--- src/sv/keypad_code_lock_controller_macros.svh ---
// Assertion macros shared by the lock controller modules.
// Each macro expects clk_i and rst_ni in scope.
`ifndef KEYPAD_CODE_LOCK_CONTROLLER_MACROS_SVH
`define KEYPAD_CODE_LOCK_CONTROLLER_MACROS_SVH

`ifndef ASSERT_OFF

`define CKLC_ASSERT(name, prop) \
  name: assert property (@(posedge clk_i) disable iff (!rst_ni) prop) \
    else $error("cklc assertion failed");

`define CKLC_ASSERT_NEVER(name, prop) \
  name: assert property (@(posedge clk_i) disable iff (!rst_ni) !(prop)) \
    else $error("cklc forbidden condition seen");

`else

`define CKLC_ASSERT(name, prop)

`define CKLC_ASSERT_NEVER(name, prop)

`endif

`endif

--- src/sv/cklc_pkg.sv ---
package cklc_pkg;

  localparam int unsigned KEY_W   = 5;
  localparam int unsigned DIGIT_W = 4;
  localparam int unsigned EVENT_W = 4;
  localparam int unsigned MODE_W  = 2;
  localparam int unsigned FAIL_W  = 4;
  localparam int unsigned OUTCNT_W = 3;

  localparam int unsigned QDEPTH  = 2;
  localparam int unsigned QPTR_W  = 1;
  localparam int unsigned QCNT_W  = 2;

  localparam logic [FAIL_W-1:0] FAIL_LIMIT_RST = 4'd4;
  localparam logic [DIGIT_W-1:0] CODE_DIGIT_RST = 4'd1;

  localparam logic [KEY_W-1:0] SCAN_NONE = 5'd0;
  localparam logic [KEY_W-1:0] SCAN_1    = 5'd1;
  localparam logic [KEY_W-1:0] SCAN_2    = 5'd2;
  localparam logic [KEY_W-1:0] SCAN_3    = 5'd3;
  localparam logic [KEY_W-1:0] SCAN_4    = 5'd5;
  localparam logic [KEY_W-1:0] SCAN_5    = 5'd6;
  localparam logic [KEY_W-1:0] SCAN_6    = 5'd7;
  localparam logic [KEY_W-1:0] SCAN_7    = 5'd9;
  localparam logic [KEY_W-1:0] SCAN_8    = 5'd10;
  localparam logic [KEY_W-1:0] SCAN_9    = 5'd11;
  localparam logic [KEY_W-1:0] SCAN_STAR = 5'd13;
  localparam logic [KEY_W-1:0] SCAN_0    = 5'd14;
  localparam logic [KEY_W-1:0] SCAN_HASH = 5'd15;

  typedef enum logic [1:0] {
    KIND_NONE  = 2'd0,
    KIND_DIGIT = 2'd1,
    KIND_STAR  = 2'd2,
    KIND_HASH  = 2'd3
  } kind_e;

  typedef enum logic [MODE_W-1:0] {
    MODE_IDLE   = 2'd0,
    MODE_UNLOCK = 2'd1,
    MODE_CHECK  = 2'd2,
    MODE_NEWPW  = 2'd3
  } mode_e;

  typedef enum logic [EVENT_W-1:0] {
    EV_NONE      = 4'd0,
    EV_DIGIT     = 4'd1,
    EV_DISCARD   = 4'd2,
    EV_UNLOCK    = 4'd3,
    EV_FAIL      = 4'd4,
    EV_WARN      = 4'd5,
    EV_CHECKED   = 4'd6,
    EV_CHECKFAIL = 4'd7,
    EV_CHANGED   = 4'd8,
    EV_ENTERED   = 4'd9
  } event_e;

  typedef struct packed {
    kind_e              kind;
    logic [DIGIT_W-1:0] digit;
  } item_t;

  typedef struct packed {
    logic  push;
    item_t item;
  } q_wr_t;

  typedef struct packed {
    logic  valid;
    item_t item;
  } q_rd_t;

  function automatic item_t map_key(input logic [KEY_W-1:0] key);
    item_t it;
    it.kind  = KIND_DIGIT;
    it.digit = '0;
    unique case (key)
      SCAN_1:    it.digit = 4'd1;
      SCAN_2:    it.digit = 4'd2;
      SCAN_3:    it.digit = 4'd3;
      SCAN_4:    it.digit = 4'd4;
      SCAN_5:    it.digit = 4'd5;
      SCAN_6:    it.digit = 4'd6;
      SCAN_7:    it.digit = 4'd7;
      SCAN_8:    it.digit = 4'd8;
      SCAN_9:    it.digit = 4'd9;
      SCAN_0:    it.digit = 4'd0;
      SCAN_STAR: it.kind  = KIND_STAR;
      SCAN_HASH: it.kind  = KIND_HASH;
      default:   it.kind  = KIND_NONE;
    endcase
    return it;
  endfunction

endpackage

--- src/sv/cklc_front.sv ---
module cklc_front (
  input  logic                        clk_i,
  input  logic                        rst_ni,
  input  logic                        in_valid_i,
  output logic                        in_stall_o,
  input  logic [cklc_pkg::KEY_W-1:0]  key_code_i,
  input  logic                        q_full_i,
  output cklc_pkg::q_wr_t             q_wr_o
);
  import cklc_pkg::*;

  logic [KEY_W-1:0] prev_q;
  logic             accept;

  assign in_stall_o = q_full_i;
  assign accept     = in_valid_i && !q_full_i;

  // a held key acts once: repeats become empty items
  always_comb begin
    q_wr_o.push = accept;
    if (key_code_i != prev_q) begin
      q_wr_o.item = map_key(key_code_i);
    end else begin
      q_wr_o.item.kind  = KIND_NONE;
      q_wr_o.item.digit = '0;
    end
  end

  always_ff @(posedge clk_i or negedge rst_ni) begin
    if (!rst_ni) begin
      prev_q <= SCAN_NONE;
    end else if (accept) begin
      prev_q <= key_code_i;
    end
  end

endmodule

--- src/sv/cklc_queue.sv ---
`include "keypad_code_lock_controller_macros.svh"

module cklc_queue (
  input  logic            clk_i,
  input  logic            rst_ni,
  input  cklc_pkg::q_wr_t wr_i,
  output logic            full_o,
  output cklc_pkg::q_rd_t rd_o,
  input  logic            pop_i
);
  import cklc_pkg::*;

  item_t             mem_q [QDEPTH];
  logic [QPTR_W-1:0] wptr_q, rptr_q;
  logic [QCNT_W-1:0] cnt_q;

  assign full_o     = (cnt_q == QCNT_W'(QDEPTH));
  assign rd_o.valid = (cnt_q != '0);
  assign rd_o.item  = mem_q[rptr_q];

  always_ff @(posedge clk_i) begin
    if (wr_i.push) begin
      mem_q[wptr_q] <= wr_i.item;
    end
  end

  always_ff @(posedge clk_i or negedge rst_ni) begin
    if (!rst_ni) begin
      wptr_q <= '0;
      rptr_q <= '0;
      cnt_q  <= '0;
    end else begin
      if (wr_i.push) begin
        wptr_q <= wptr_q + 1'b1;
      end
      if (pop_i) begin
        rptr_q <= rptr_q + 1'b1;
      end
      unique case ({wr_i.push, pop_i})
        2'b10:   cnt_q <= cnt_q + 1'b1;
        2'b01:   cnt_q <= cnt_q - 1'b1;
        default: cnt_q <= cnt_q;
      endcase
    end
  end

  `CKLC_ASSERT(a_no_overflow, wr_i.push |-> !full_o)
  `CKLC_ASSERT(a_no_underflow, pop_i |-> rd_o.valid)
  `CKLC_ASSERT_NEVER(a_cnt_range, cnt_q > QCNT_W'(QDEPTH))

endmodule

--- src/sv/cklc_back.sv ---
`include "keypad_code_lock_controller_macros.svh"

module cklc_back #(
  parameter int unsigned CODE_DIGITS = 4
) (
  input  logic                           clk_i,
  input  logic                           rst_ni,
  input  logic                           cfg_we_i,
  input  logic [cklc_pkg::FAIL_W-1:0]    cfg_fail_limit_i,
  input  cklc_pkg::q_rd_t                rd_i,
  output logic                           pop_o,
  output logic                           out_valid_o,
  input  logic                           out_stall_i,
  output logic [cklc_pkg::EVENT_W-1:0]   event_res_o,
  output logic [cklc_pkg::MODE_W-1:0]    mode_now_o,
  output logic [cklc_pkg::OUTCNT_W-1:0]  digit_count_o,
  output logic [cklc_pkg::DIGIT_W-1:0]   digit_value_o,
  output logic [cklc_pkg::FAIL_W-1:0]    failures_o
);
  import cklc_pkg::*;

  localparam int unsigned CNT_W = $clog2(CODE_DIGITS + 1);
  localparam int unsigned IDX_W = (CODE_DIGITS > 1) ? $clog2(CODE_DIGITS) : 1;

  logic [FAIL_W-1:0]  limit_q;
  mode_e              mode_q, mode_d;
  logic [CNT_W-1:0]   cnt_q, cnt_d;
  logic [FAIL_W-1:0]  fail_q, fail_d;
  logic [DIGIT_W-1:0] digits_q [CODE_DIGITS];
  logic [DIGIT_W-1:0] code_q [CODE_DIGITS];
  logic               out_valid_q;
  event_e             ev_q, ev_d;
  logic [DIGIT_W-1:0] dval_q, dval_d;
  logic               wr_digit, wr_code, match, full;
  logic [CNT_W+OUTCNT_W-1:0] cnt_ext;
  item_t              it;

  assign it    = rd_i.item;
  assign pop_o = rd_i.valid && (!out_valid_q || !out_stall_i);
  assign full  = (cnt_q >= CNT_W'(CODE_DIGITS));

  always_comb begin
    match = 1'b1;
    for (int i = 0; i < CODE_DIGITS; i++) begin
      if ((CNT_W'(i) < cnt_q) && (digits_q[i] != code_q[i])) begin
        match = 1'b0;
      end
    end
  end

  // event, buffer and counter updates for the item at the queue head
  always_comb begin
    ev_d     = EV_NONE;
    dval_d   = '0;
    cnt_d    = cnt_q;
    fail_d   = fail_q;
    wr_digit = 1'b0;
    wr_code  = 1'b0;
    if (mode_q == MODE_IDLE) begin
      if (it.kind == KIND_STAR || it.kind == KIND_HASH) begin
        ev_d  = EV_ENTERED;
        cnt_d = '0;
      end
    end else if (it.kind == KIND_DIGIT) begin
      if (full) begin
        ev_d  = EV_DISCARD;
        cnt_d = '0;
      end else begin
        ev_d     = EV_DIGIT;
        dval_d   = it.digit;
        wr_digit = 1'b1;
        cnt_d    = cnt_q + 1'b1;
      end
    end else if (cnt_q != '0) begin
      priority if (mode_q == MODE_UNLOCK && it.kind == KIND_STAR) begin
        cnt_d = '0;
        if (match) begin
          ev_d = EV_UNLOCK;
        end else if (fail_q >= limit_q) begin
          ev_d   = EV_WARN;
          fail_d = '0;
        end else begin
          ev_d   = EV_FAIL;
          fail_d = fail_q + 1'b1;
        end
      end else if (mode_q == MODE_CHECK && it.kind == KIND_HASH) begin
        cnt_d = '0;
        ev_d  = match ? EV_CHECKED : EV_CHECKFAIL;
      end else if (mode_q == MODE_NEWPW && it.kind == KIND_HASH) begin
        cnt_d   = '0;
        ev_d    = EV_CHANGED;
        wr_code = 1'b1;
      end else begin
        ev_d = EV_NONE;
      end
    end
  end

  always_comb begin
    unique case (ev_d)
      EV_ENTERED: mode_d = (it.kind == KIND_STAR) ? MODE_UNLOCK : MODE_CHECK;
      EV_UNLOCK, EV_FAIL, EV_WARN, EV_CHANGED: mode_d = MODE_IDLE;
      EV_CHECKED: mode_d = MODE_NEWPW;
      default: mode_d = mode_q;
    endcase
  end

  always_ff @(posedge clk_i or negedge rst_ni) begin
    if (!rst_ni) begin
      limit_q     <= FAIL_LIMIT_RST;
      mode_q      <= MODE_IDLE;
      cnt_q       <= '0;
      fail_q      <= '0;
      out_valid_q <= 1'b0;
      ev_q        <= EV_NONE;
    end else begin
      if (cfg_we_i) begin
        limit_q <= cfg_fail_limit_i;
      end
      if (pop_o) begin
        mode_q      <= mode_d;
        cnt_q       <= cnt_d;
        fail_q      <= fail_d;
        ev_q        <= ev_d;
        out_valid_q <= 1'b1;
      end else if (!out_stall_i) begin
        out_valid_q <= 1'b0;
      end
    end
  end

  always_ff @(posedge clk_i) begin
    if (pop_o) begin
      dval_q <= dval_d;
    end
    if (pop_o && wr_digit) begin
      digits_q[cnt_q[IDX_W-1:0]] <= it.digit;
    end
  end

  always_ff @(posedge clk_i or negedge rst_ni) begin
    if (!rst_ni) begin
      for (int i = 0; i < CODE_DIGITS; i++) begin
        code_q[i] <= CODE_DIGIT_RST;
      end
    end else if (pop_o && wr_code) begin
      for (int i = 0; i < CODE_DIGITS; i++) begin
        if (CNT_W'(i) < cnt_q) begin
          code_q[i] <= digits_q[i];
        end
      end
    end
  end

  assign cnt_ext       = {{OUTCNT_W{1'b0}}, cnt_q};
  assign out_valid_o   = out_valid_q;
  assign event_res_o   = ev_q;
  assign mode_now_o    = mode_q;
  assign digit_count_o = cnt_ext[OUTCNT_W-1:0];
  assign digit_value_o = dval_q;
  assign failures_o    = fail_q;

  `CKLC_ASSERT_NEVER(a_cnt_bound, cnt_q > CNT_W'(CODE_DIGITS))
  `CKLC_ASSERT(a_idle_empty, mode_q == MODE_IDLE |-> cnt_q == '0)
  `CKLC_ASSERT(a_checked_newpw, (out_valid_q && ev_q == EV_CHECKED) |-> mode_q == MODE_NEWPW)

endmodule

--- src/sv/keypad_code_lock_controller.sv ---
// Keypad code lock controller. Each accepted item is one raw scan code; each
// item yields exactly one result (event, mode, digits held, digit, failures).
// One item is accepted per cycle unless the input is stalled. The front stage
// filters repeated codes and classifies the key, a two-entry queue decouples
// it from the back stage, and the back stage updates the lock state and the
// compare against the stored code of CODE_DIGITS digits. A result passes
// through the queue and the back stage's output register before it shows on
// the outputs; input stall rises only when the queue is full, which happens
// only while the output side is stalled. fail_limit is written through
// fail_limit_we_i/fail_limit_i and resets to 4; each stored digit resets to 1.
module keypad_code_lock_controller #(
  parameter int unsigned CODE_DIGITS = 4
) (
  input  logic                           clk_i,
  input  logic                           rst_ni,
  input  logic                           fail_limit_we_i,
  input  logic [cklc_pkg::FAIL_W-1:0]    fail_limit_i,
  input  logic                           in_valid_i,
  output logic                           in_stall_o,
  input  logic [cklc_pkg::KEY_W-1:0]     key_code_i,
  output logic                           out_valid_o,
  input  logic                           out_stall_i,
  output logic [cklc_pkg::EVENT_W-1:0]   event_res_o,
  output logic [cklc_pkg::MODE_W-1:0]    mode_now_o,
  output logic [cklc_pkg::OUTCNT_W-1:0]  digit_count_o,
  output logic [cklc_pkg::DIGIT_W-1:0]   digit_value_o,
  output logic [cklc_pkg::FAIL_W-1:0]    failures_o
);
  import cklc_pkg::*;

  q_wr_t q_wr;
  q_rd_t q_rd;
  logic  q_full;
  logic  q_pop;

  cklc_front u_front (
    .clk_i      (clk_i),
    .rst_ni     (rst_ni),
    .in_valid_i (in_valid_i),
    .in_stall_o (in_stall_o),
    .key_code_i (key_code_i),
    .q_full_i   (q_full),
    .q_wr_o     (q_wr)
  );

  cklc_queue u_queue (
    .clk_i  (clk_i),
    .rst_ni (rst_ni),
    .wr_i   (q_wr),
    .full_o (q_full),
    .rd_o   (q_rd),
    .pop_i  (q_pop)
  );

  cklc_back #(
    .CODE_DIGITS (CODE_DIGITS)
  ) u_back (
    .clk_i            (clk_i),
    .rst_ni           (rst_ni),
    .cfg_we_i         (fail_limit_we_i),
    .cfg_fail_limit_i (fail_limit_i),
    .rd_i             (q_rd),
    .pop_o            (q_pop),
    .out_valid_o      (out_valid_o),
    .out_stall_i      (out_stall_i),
    .event_res_o      (event_res_o),
    .mode_now_o       (mode_now_o),
    .digit_count_o    (digit_count_o),
    .digit_value_o    (digit_value_o),
    .failures_o       (failures_o)
  );

endmodule

--- config.mk ---
export PLATFORM = sky130hd
export DESIGN_NAME = keypad_code_lock_controller
export DESIGN_NICKNAME = d
export VERILOG_FILES = /design/src/sv/cklc_pkg.sv /design/src/sv/cklc_front.sv /design/src/sv/cklc_queue.sv /design/src/sv/cklc_back.sv /design/src/sv/keypad_code_lock_controller.sv
export VERILOG_INCLUDE_DIRS = /design/src /design/src/sv
export SDC_FILE = /design/constraint.sdc
export NUM_CORES = 1
export LEC_CHECK = 0
export ABC_AREA = 1
export ABC_CLOCK_PERIOD_IN_PS = 3560
export BUFFER_PORTS_ARGS = -buffer_cell sky130_fd_sc_hd__buf_2
export CORE_MARGIN = 2
export CORE_UTILIZATION = 52
export CTS_BUF_LIST = sky130_fd_sc_hd__clkbuf_4
export DETAILED_ROUTE_END_ITERATION = 12
export MAX_ROUTING_LAYER = met4
export PLACE_DENSITY_LB_ADDON = 0.25
export SLEW_MARGIN = 25
export SYNTH_ARGS = -nofsm -noshare
export SYNTH_HDL_FRONTEND = slang
export SYNTH_SLANG_ARGS = --single-unit
--- constraint.sdc ---
create_clock -name clk_i -period 3.56 [get_ports clk_i]
set_input_delay 0.356 -clock clk_i [delete_from_list [all_inputs] [get_ports clk_i]]
set_output_delay 0.356 -clock clk_i [all_outputs]
set_load 0.01 [all_outputs]
Yosys cells after proc, flatten, opt, wreduce, memory -nomap -nowiden
Memories as Yosys holds them, arrays and structs flattened.
Cells that the tools add are included.
{ "totals": {"register_bits": 47, "memories": 2, "elab_cells": 144, "mem_bits_rw": 28, "out_inout_bits": 19, "in_bits": 14} }
{ "memory_table": {"columns": ["name", "depth", "word_bits", "rd", "rd_ports_with_merged_regs", "write_ports", "line_no", "source"], "rows": [
  ["u_back.digits_q", 4, 4, 4, 0, 1, "cklc_back.sv:29", "logic [DIGIT_W-1:0] digits_q [CODE_DIGITS];"],
  ["u_queue.mem_q", 2, 6, 1, 0, 1, "cklc_queue.sv:13", "item_t mem_q [QDEPTH];"]
]} }
{ "op_classes": {"n_bitwise": 3, "n_addsub": 6, "eq_ne": 34, "muxes": 45, "reduce_logical": 33, "n_lt_le_gt_ge": 6} }
{ "op_table": {"columns": ["cell", "n"], "rows": [
  ["$mux 4", 9],
  ["$pmux 4 s9", 1],
  ["$eq 5x4->1 const B", 6],
  ["$mux 3", 8],
  ["$mux 1", 21],
  ["$ne 4x4->1", 4],
  ["$eq 5x3->1 const B", 3],
  ["$eq 2x2->1 const B", 6],
  ["$eq 4x3->1 const B", 3],
  ["$pmux 2 s3", 2],
  ["$logic_and 1x1->1", 11],
  ["$eq 5x2->1 const B", 2],
  ["$reduce_and 2->1", 5],
  ["$reduce_or 10->1", 1],
  ["$reduce_bool 3->1", 3],
  ["$eq 4x4->1 const B", 2],
  ["$eq 2x1->1 const B", 3],
  ["$lt 1x3->1 const A", 2],
  ["$lt 2x3->1 const A", 2],
  ["$mux 6", 1],
  ["$reduce_and 6->1", 1],
  ["$eq 5x1->1 const B", 1],
  ["$ne 5x5->1", 1],
  ["$reduce_bool 5->1", 1],
  ["20 further kinds", 28]
]} }

Logic depth before layout (Yosys ltp)
An unclocked memory read counts as a cell.
{ "logic_depth": {"ltp_word": 17, "mapped_depth": 17, "depth_no_buf": 17} }

Hierarchy
From an unflattened synthesis, not the netlist that was laid out.
{ "unflattened": {"cells_unflattened": 479, "hier_area_um2": 3877.5} }
{ "modules_own_cells": {"columns": ["module", "area_each_um2", "cells_per_inst", "n_inst", "seq_area_each_um2"], "rows": [
  ["cklc_back", 2742.6, 340, 1, 1457.6],
  ["cklc_queue", 651.9, 55, 1, 460.4],
  ["cklc_front", 483.0, 84, 1, 125.1]
]} }

Least setup slack after synthesis
No wires, ideal clock.
{ "synth_timing": {"kind": "flip-flop to flip-flop", "from": "reg u_back.fail_q[0] (netlist: u_back.failures_o[0])", "to": "reg u_back.mode_q[0] (netlist: u_back.mode_now_o[0])", "arrival_time_ns": 1.882, "setup_slack_ns": 1.553, "setup_time_ns": 0.125, "period_less_slack_ns": 2.007, "required_time_ns": 3.435, "n_path_buf": 0, "stages_incl_launch_ff": 15, "cell_sequence": "dfrtp_1 -> inv_1 -> ha_1 -> inv_1 -> a21oi_1 -> o21ai_0 -> nand2_1 -> a21oi_1 -> nand2_1 -> nand2_1 -> nand3_2 -> nand3_2 -> nand3_2 -> nor2_1 -> a21oi_1"} }
{ "synth_between": {"elab_chain_len": 11, "word_cells_on_any_way": 17, "cone_classes": "1 x order compare; 6 x eq/ne; 7 x mux; 3 x reduce/logical"} }
{ "synth_lines": {"columns": ["element", "line_no", "source"], "rows": [
  ["from (decl)", "cklc_back.sv:28", "logic [FAIL_W-1:0] fail_q, fail_d;"],
  ["from (signal assigned)", "cklc_back.sv:123", "fail_q <= fail_d;"],
  ["$ge 4x4->1 (*)", "cklc_back.sv:79", "end else if (fail_q >= limit_q) begin"],
  ["$mux 1 (*)", "cklc_back.sv:79", null],
  ["$mux 4 (*)", "cklc_back.sv:77", "if (match) begin"],
  ["$mux 4 (*)", "cklc_back.sv:75", "priority if (mode_q == MODE_UNLOCK && it.kind == KIND_STAR) begin"],
  ["$mux 4 (*)", "cklc_back.sv:74", "end else if (cnt_q != '0) begin"],
  ["$mux 4 (*)", "cklc_back.sv:64", "end else if (it.kind == KIND_DIGIT) begin"],
  ["$mux 4 (*)", "cklc_back.sv:59", "if (mode_q == MODE_IDLE) begin"],
  ["$eq 4x2->1, or another cell as far along", "cklc_back.sv:100", "unique case (ev_d)"],
  ["$reduce_or 4->1", "cklc_back.sv:100", null],
  ["$reduce_bool 3->1 (no line)", null, null],
  ["$reduce_and 2->1 (no line)", null, null],
  ["to (signal assigned)", "cklc_back.sv:121", "mode_q <= mode_d;"],
  ["to (decl)", "cklc_back.sv:26", "mode_e mode_q, mode_d;"]
]} }
Mark *: on every way between the ends. The rest lies on a longest branch, timed or not.
A chain may end at the register's enable or synchronous reset.

Final worst setup path
{ "layout_timing": {"from": "reg u_back.fail_q[0] (netlist: u_back.failures_o[0])", "to": "reg u_back.mode_q[1] (netlist: u_back.mode_now_o[1])"} }
Same word-level chain as after synthesis.

==> impl_metrics.py <==
metrics = {
    "worst_setup_path": {
        "arrival_ns": 2.50,
        "critical_path_peak_fanout": 5,
        "timing.reg2reg.setup_slack_ns": 1.37,
        "crit_path_start_kind": "flip-flop",
        "reg_to_reg_critical_path_startpoint": "u_back.failures_o[0]",
        "critical_path_class": "flip-flop to flip-flop",
        "worst_reg_to_reg_path_cell_count": 14,
        "endpoint_kind": "flip-flop",
        "worst-endpoint-required_ns": 3.87,
        "worstReg2RegEnd": "u_back.mode_now_o[1]",
    },
    "logic_synthesis": {
        "synth_fp_nets": 464,
        "flop_and_latch_count_out_of_synthesis": 75,
        "yosysWarnings": 0,
        "seq_area_frac_synth_pct": 54.73,
        "synth_area_sq_um": 3734,
        "post_synth_inst_count": 440,
        "synth_area_per_cell_sq_um": 8.485,
        "yosysUniqueCellTypes": 32,
    },
    "cells_and_area": {
        "final_cells": 583,
        "insertedDiodeCount": 0,
        "post_layout_nets": 506,
        "utilization_pct": 60.55,
        "top_library_cells_by_usage_in_the_layout_fill_and_taps_aside": "nand2_1 (128), inv_1 (79), nor2_1 (39), dfrtp_1 (38), o21ai_0 (33)",
        "final_design_area_no_fill_sq_um": 4159,
        "fill_cells": 607,
        "final_common_cell": "nand2_1",
        "syn_to_final_growth_pct": 11.39,
        "post_route_cells_drive_above_1_share_pct": 14.99,
    },
    "clock_network": {
        "buffers_from_clock_root_to_sink_at_most": 2,
        "clkTransAtPathRegs_ns": 0.12,
        "cts_sinks": 75,
        "clkLatencyLatePin_ns": 0.42,
        "tritoncts_clock_tree": "yes",
        "clock-root-buffer": "clkbuf_4",
        "cts_inserted_buffers": 9,
        "cts_setup_buffers": 0,
        "cts.htree.levels": 3,
    },
    "power_and_ir_drop": {
        "power_leakage_nw": 2.162,
        "power.density_nw_per_um2": 767.9,
        "finalPower_mw": 3.194,
        "ir_drop_v": 0.0005252,
    },
    "grt": {
        "global_route.usage.met3_pct": 3.918,
        "first_global_vias": 2617,
        "busiest_layer": "met2",
        "groute.layer.met1.usage_pct": 24.03,
        "globalRouteMet2Util_pct": 32.77,
        "maximum_number_of_pins_on_one_net_before_global_route_repair": 44,
        "grt_overflow_total": 0,
        "grt_util_all_layers_pct": 20.04,
        "grt_first_pass_wirelength_um": 11580,
        "antenna_found_initial": 0,
    },
    "floorplanning": {
        "core.rowCount": 30,
        "die-width_um": 88.74,
        "coreArea_sq_um": 6869,
        "boundaryPins": 33,
        "starting_density_of_the_core_pct": 54.35,
        "die_area_sq_um": 7874,
        "die_y_um": 88.74,
    },
    "timing": {
        "fin_crit_ns": 2.188,
        "finalHoldViolCount": 0,
        "fin_skew_ns": 0.01426,
        "max_clock_freq_mhz": 457.0,
        "final-max-slew-violation-count": 0,
        "period_share_pct": 61.46,
        "rsz0062_at_grt": "no",
        "worst_slew_pin_slew_ns": 0.8048,
        "finalSetupTns_ns": 0,
        "max_slew_margin_pct": 45.99,
        "finalSetupViolations": 0,
    },
    "hold_path": {
        "min_to": "u_back.limit_q[3]",
        "holdCritStartpoint": "fail_limit_i[3]",
        "timing.hold.worst.class": "primary input to flip-flop",
        "min_delay_path_depth": 3,
    },
    "routing": {
        "route.vias.total": 2837,
        "via_per_inst": 4.866,
        "drt_pre_antenna_iters": 5,
        "first_iter_violations": 142,
        "drt.antenna.violating_nets": 0,
        "routed_wire_length_per_instance_um": 11.54,
        "drt_wl_total_um": 6730,
        "drc": 0,
    },
    "flow_run": {
        "timing.max_cap.violations": 0,
    },
    "placed_design": {
        "port-buffer-count": 32,
        "place_congestion": 0.8906,
        "place.detailed.hpwl_um": 5013,
        "placed_cells": 566,
        "post_dp_cell_area_sq_um": 4010,
    },
    "status": {
        "outcome": "finished clean",
    },
}
[critical path, stage by stage, from the launching register on]
cell and delay (ns):
dfrtp_1 0.41, inv_1 0.08, ha_1 0.29, inv_1 0.05, a21oi_1 0.05, o21ai_0 0.14
nand2_1 0.06, a21oi_1 0.31, nand2_1 0.09, nand2_1 0.11, nand3_2 0.08, nand3_2 0.09
nand3_2 0.08, nor2_1 0.15, a21oi_1 0.08
[per-layer routing]
metal / vias to the layer above / wire [um] / share of wire (%)
met5: - / 0 / 0
met4: 0 / 110 / 1.6
met3: 9 / 198 / 2.9
met2: 46 / 3266 / 49
met1: 1312 / 3154 / 47
li1: 1470 / - / -
[cells in the mapped netlist (all sizes together)]
cell type | instances | area (sq um)
nor3 | 3 | 15.01
mux2 | 1 | 11.26
nand2 | 128 | 480.5
o31ai | 1 | 7.510
dfrtp | 38 | 950.9
o21ai | 44 | 224.0
nand4 | 1 | 6.260
nand3 | 17 | 110.1
o221ai | 1 | 8.760
or2 | 4 | 25.02
dfstp | 5 | 131.4
o22ai | 1 | 6.260
clkbuf | 3 | 11.26
xor2 | 7 | 61.31
nor4 | 1 | 6.260
ha | 10 | 125.1
xnor2 | 2 | 17.52
a31oi | 3 | 18.77
inv | 84 | 315.3
nand3b | 1 | 7.510
nor2 | 42 | 170.2
and3 | 1 | 6.260
a21boi | 1 | 7.510
a21oi | 9 | 48.80
edfxtp | 32 | 960.9
[area by class of cell]
cell class | instances | area, sq um | area share (%)
sequential | 75 | 2043 | 49.13
multi-input combinational | 278 | 1364 | 32.79
inverter | 84 | 315.3 | 7.581
timing repair buffer | 34 | 180.2 | 4.332
tap | 96 | 120.1 | 2.888
clock inverter | 7 | 68.82 | 1.655
clock buffer | 9 | 67.56 | 1.625
[cells by family after synthesis]
group | count (synthesis) | share of synthesized area [%]
AO/OA/AOI/OAI | 60 | 8.613
XOR/XNOR | 9 | 2.111
adder cells (fa/ha/maj) | 10 | 3.351
buffers and inverters | 87 | 8.747
flip-flops | 75 | 54.73
multiplexers | 1 | 0.3016
AND/OR/NAND/NOR | 198 | 22.15
[worst max-delay path by stage]
stage          slack (ns)                 start                   end  cells past startpoint
3_3_place_gp         1.49  u_back.failures_o[0]  u_back.mode_now_o[1]                     14
4_1_cts              1.38  u_back.failures_o[0]  u_back.mode_now_o[0]                     14
6_report             1.37  u_back.failures_o[0]  u_back.mode_now_o[1]                     14
2_1_floorplan        1.55  u_back.failures_o[0]  u_back.mode_now_o[0]                     14
3_5_place_dp         1.40  u_back.failures_o[0]  u_back.mode_now_o[1]                     14
5_1_grt              1.07  u_back.failures_o[0]  u_back.mode_now_o[1]                     14
[registers in the layout (all words and copies together), names as in the netlist]
signal	flops
u_queue.mem_q	12
u_back.out_valid_o	1
u_back.mode_now_o	2
u_back.event_res_o	4
u_back.digits_q	16
u_front.prev_q	5
u_back.limit_q	4
u_back.digit_count_o	3
u_queue.rptr_q	1
u_queue.cnt_q	2
u_queue.wptr_q	1
u_back.digit_value_o	4
u_back.code_q	16
u_back.failures_o	4
[repair_timing]
| item | in CTS | in global routing |
|---|---|---|
| hold endpoints to repair | 0 | 38 |
| gates resized for setup | 0 | 0 |
| hold buffers | 0 | 1 |
[stage by stage]
| step | hold slack [ns] | worst slack (ns) |
|---|---|---|
| detailed placement | 0.4783 | 1.399 |
| CTS | 0.1043 | 1.375 |
| floorplan | 0.06041 | 1.553 |
| global placement | 0.4717 | 1.489 |
| global route | 0.1439 | 1.070 |
| finish | 0.1527 | 1.372 |
[report_power, final]
group / total (mW) / internal, mW / switching [mW] / leakage (nW)
sequential: 1.46 / 1.25 / 0.203 / 0.807
clock: 0.510 / 0.211 / 0.299 / 0.0733
combinational: 1.23 / 0.439 / 0.786 / 1.28
total: 3.19 / 1.91 / 1.29 / 2.16
Power figures use the tool's default switching activity.
